[src/rtl/acet_pkg.sv]
// shared types and constants for the aabb contact event tracker
`default_nettype none

package acet_pkg;

  localparam int unsigned NumCollidersDef = 64;
  localparam int unsigned IdW             = 6;
  localparam int unsigned CoordW          = 16;
  // doubled centre plus or minus a full size, signed
  localparam int unsigned EdgeW           = CoordW + 2;

  typedef enum logic [1:0] {
    EvNone  = 2'd0,
    EvEnter = 2'd1,
    EvStay  = 2'd2,
    EvExit  = 2'd3
  } contact_event_e;

  typedef struct packed {
    logic [IdW-1:0]           left_id;
    logic [IdW-1:0]           right_id;
    logic                     left_valid;
    logic                     right_valid;
    logic signed [CoordW-1:0] left_x;
    logic signed [CoordW-1:0] left_y;
    logic [CoordW-1:0]        left_w;
    logic [CoordW-1:0]        left_h;
    logic signed [CoordW-1:0] right_x;
    logic signed [CoordW-1:0] right_y;
    logic [CoordW-1:0]        right_w;
    logic [CoordW-1:0]        right_h;
  } in_t;

  typedef struct packed {
    contact_event_e contact_event;
    logic           overlapping;
  } out_t;

endpackage

`default_nettype wire

[src/rtl/acet_axis_overlap.sv]
// one-axis interval overlap test on doubled centres, touching counts
`default_nettype none

module acet_axis_overlap
  import acet_pkg::*;
(
  input  wire logic signed [CoordW-1:0] c_l_i,
  input  wire logic [CoordW-1:0]        s_l_i,
  input  wire logic signed [CoordW-1:0] c_r_i,
  input  wire logic [CoordW-1:0]        s_r_i,
  output logic                          hit_o
);

  logic signed [EdgeW-1:0] c2_l, c2_r, s_l, s_r;
  logic signed [EdgeW-1:0] l_lo, l_hi, r_lo, r_hi;

  always_comb begin
    c2_l = EdgeW'(c_l_i) <<< 1;
    c2_r = EdgeW'(c_r_i) <<< 1;
    s_l  = $signed({2'b00, s_l_i});
    s_r  = $signed({2'b00, s_r_i});
    l_lo = c2_l - s_l;
    l_hi = c2_l + s_l;
    r_lo = c2_r - s_r;
    r_hi = c2_r + s_r;
    hit_o = !((l_hi < r_lo) || (l_lo > r_hi));
  end

endmodule

`default_nettype wire

[config.mk]
export PLATFORM = sky130hd
export DESIGN_NAME = acet_axis_overlap
export DESIGN_NICKNAME = d
export VERILOG_FILES = /design/src/rtl/acet_pkg.sv /design/src/rtl/acet_axis_overlap.sv
export SDC_FILE = /design/constraint.sdc
export NUM_CORES = 1
export LEC_CHECK = 0
export BUFFER_PORTS_ARGS = -buffer_cell sky130_fd_sc_hd__clkbuf_2
export CAP_MARGIN = 20
export CORE_MARGIN = 3
export CORE_UTILIZATION = 45
export DETAILED_ROUTE_END_ITERATION = 6
export GPL_TIMING_DRIVEN = 0
export PLACE_DENSITY = 0.66
export RECOVER_POWER = 50
export SYNTH_ARGS = -nofsm -noshare
export SYNTH_HDL_FRONTEND = slang
export SYNTH_SLANG_ARGS = --single-unit
[constraint.sdc]
create_clock -name vclk -period 4.65
set_clock_uncertainty 0.1 [all_clocks]
set_input_delay 0.2325 -clock vclk [all_inputs]
set_output_delay 0.2325 -clock vclk [all_outputs]
set_load 0.03 [all_outputs]
==> run summary <==
Slowest CP cell - a2111oi_4
Filler cells - 850
DR vias - 3,950
Instance count of the mapped netlist - 548
Core Area - 0.008423 mm2
Syn Area/Cell - 7.290 um2
Synth unique cells - 76
Max-cap violations - 0
Die width - 100.2 um
Post-synth top cells - ha_1 (95), inv_1 (66), nor2_1 (50), a21oi_1 (46), xnor2_1 (36)
GRT busiest layer - met2
FP Rows - 33
Die height - 100.2 um
Cell Pwr Density - 161.0 mW/mm2
Seq pwr share - 0%
Setup crit start kind - primary input
Total negative slack - 0 ps
Pins Over Slew Limit - 0
Post-CTS resize count - 0
DRC errors left - 0
Starting Density - 47.43%
Worst vdd ir - 62.65 uV
Share of the synthesized area in the top cell type - 29.75%
Number of global-route vias before repair - 3,789
Pre-CTS setup slack - 451.8 ps
Routed WL - 9652 um
Seq_cells - 0
# clk buffers - 0
Slowest stage delay, CP - 370 ps
Initial antenna violation count - 0
Largest net degree at the start of global routing - 11
FMAX - 0.2338 GHz
Worst-Margin Slew - 501.9 ps
Largest cells by area after synthesis - ha_1 (30%), xnor2_1 (7.9%), inv_1 (6.2%)
Placed Area - 0.004452 mm2
Final HPWL DP - 8478 um
# nets final - 778
Io pins - 65
Synth warnings - 0
Post-layout minimum cycle time - 4277 ps
Met1 Track Usage GR - 26.62%
Final setup viols - 0
Fraction of layout cells with a size suffix above 1 - 15.82%
Worst EP required - 4320 ps
Net Sw Frac - 56.29%
Reg area - 0 um2
Synth area leader - ha_1
Via density - 5.501
First-pass DRT Iterations - 4
Mapped Nets - 711
Met2 usage - 32.36%
CP arrival - 3940 ps
Placer congestion estimate - 0.8673
P_sw - 0.4034 mW
Initial DRC Count - 134
Port bufs - 65
Hold bufs inserted after CTS - 0
Post-DRT Antenna Nets - 0
Ant. Diodes - 0
Grt total ovfl - 0
Pleak - 2.214 nW
Dominant cell by count in the synthesized netlist - ha_1
Crit Path Category - in2out
Comb pwr share - 100.0%
Critical-path cell list - clkbuf_2 -> ha_1 -> inv_1 -> fa_1 -> o21bai_4 -> a2111oi_2 -> and3b_2 -> o211ai_4 -> mux2_4 -> a2111oi_4 -> ha_1 -> and4_1 -> a221oi_1 -> a21oi_1 -> nor3_1 -> clkbuf_1
Final worst slack - 373.3 ps
Final hold viol count - 0
Status - finished, final reports clean
Full die area - 0.01004 mm2
Type of the most critical hold path - in2out
P&R area growth vs syn - 11.40%
Crit path capture type - output pin
Wire length per cell - 13.44 um
First-pass GRT wire length - 16,230 um
Clock power share - 0%
Seq/Total Area, Yosys - 0%
Critical Path Most Common Cell - ha_1
GR Util All Layers - 18.70%
Met3 track demand over resource - 0.4864%
Pint - 0.3133 mW
Final period util - 91.97%
Finished Cell Area - 0.004451 mm2
RSZ-0062 raised after global routing - no
Mapped Area - 0.003995 mm2
Critical path peak fanout - 3
Setup repair bufs after CTS - 0
Max-slew headroom - 66.48%
path summary, 6_finish.rpt:
| kind | startpoint | end | slack (ps) | cells after the start |
|---|---|---|---|---|
| min | c_r_i[15] | hit_o | 1220 | 6 |
| max | c_r_i[0] | hit_o | 370 | 16 |
through the flow:
stage	util (%)	hold slack, ps	std cells	power, mW
finish	52.84	1222	718	0.7167
global route	52.84	1355	718	0.8174
CTS	52.85	1197	718	0.7188
detailed placement	52.85	1192	718	0.7141
global placement	52.85	1166	718	0.6926
floorplan	-	918.2	548	0.5388
logic make-up after synthesis:
group                    after synthesis  synth area share, %
buffers and inverters                 85                8.706
XOR/XNOR                              44                9.646
AO/OA/AOI/OAI                        168                30.19
AND/OR/NAND/NOR                      151                19.32
multiplexers                           1               0.3757
adder cells (fa/ha/maj)               99                31.76
power groups by stage:
stage	sequential [mW]	clock, mW	combinational, mW
2_1_floorplan	0	0	0.539
3_3_place_gp	0	0	0.693
3_5_place_dp	0	0	0.714
4_1_cts	0	0	0.719
5_1_grt	0	0	0.817
6_report	0	0	0.717
worst max-delay path, delay by kind of cell:
| kind | cells | cell delay [ps] |
|---|---|---|
| simple gates | 3 | 640 |
| compound gates | 6 | 1450 |
| fa+ha+maj | 3 | 780 |
| mux | 1 | 340 |
| buf+inv | 3 | 500 |
placed cells by master, fill, tap and decap left out, types with 5 or more instances in the layout:
cell type	count
buf_2	5
nor2b_1	14
nor4_1	5
inv_1	66
a21oi_1	46
o21a_1	6
a31oi_1	5
nor2_1	50
o21ai_0	29
a21o_1	8
nand2_1	26
nand2b_1	11
xor2_1	8
o21bai_1	7
clkbuf_1	10
nor3_1	13
xnor2_1	36
ha_1	95
a211oi_1	12
clkbuf_2	64
final cells by class:
class | count | area, um2 | area share (%)
Timing Repair Buffer | 65 | 324.1 | 7.281
Tap cell | 105 | 131.4 | 2.952
Inverter | 66 | 247.7 | 5.566
Multi-Input combinational cell | 463 | 3647 | 81.95
Buffer | 19 | 100.1 | 2.249
layer usage:
| metal | routed length [um] | share of wire, % |
|---|---|---|
| met2 | 4257 | 44 |
| met3 | 385 | 4.0 |
| met4 | 113 | 1.2 |
| met5 | 0 | 0 |
| met1 | 4895 | 51 |
Note: power is estimated with default switching activity, not from simulation.
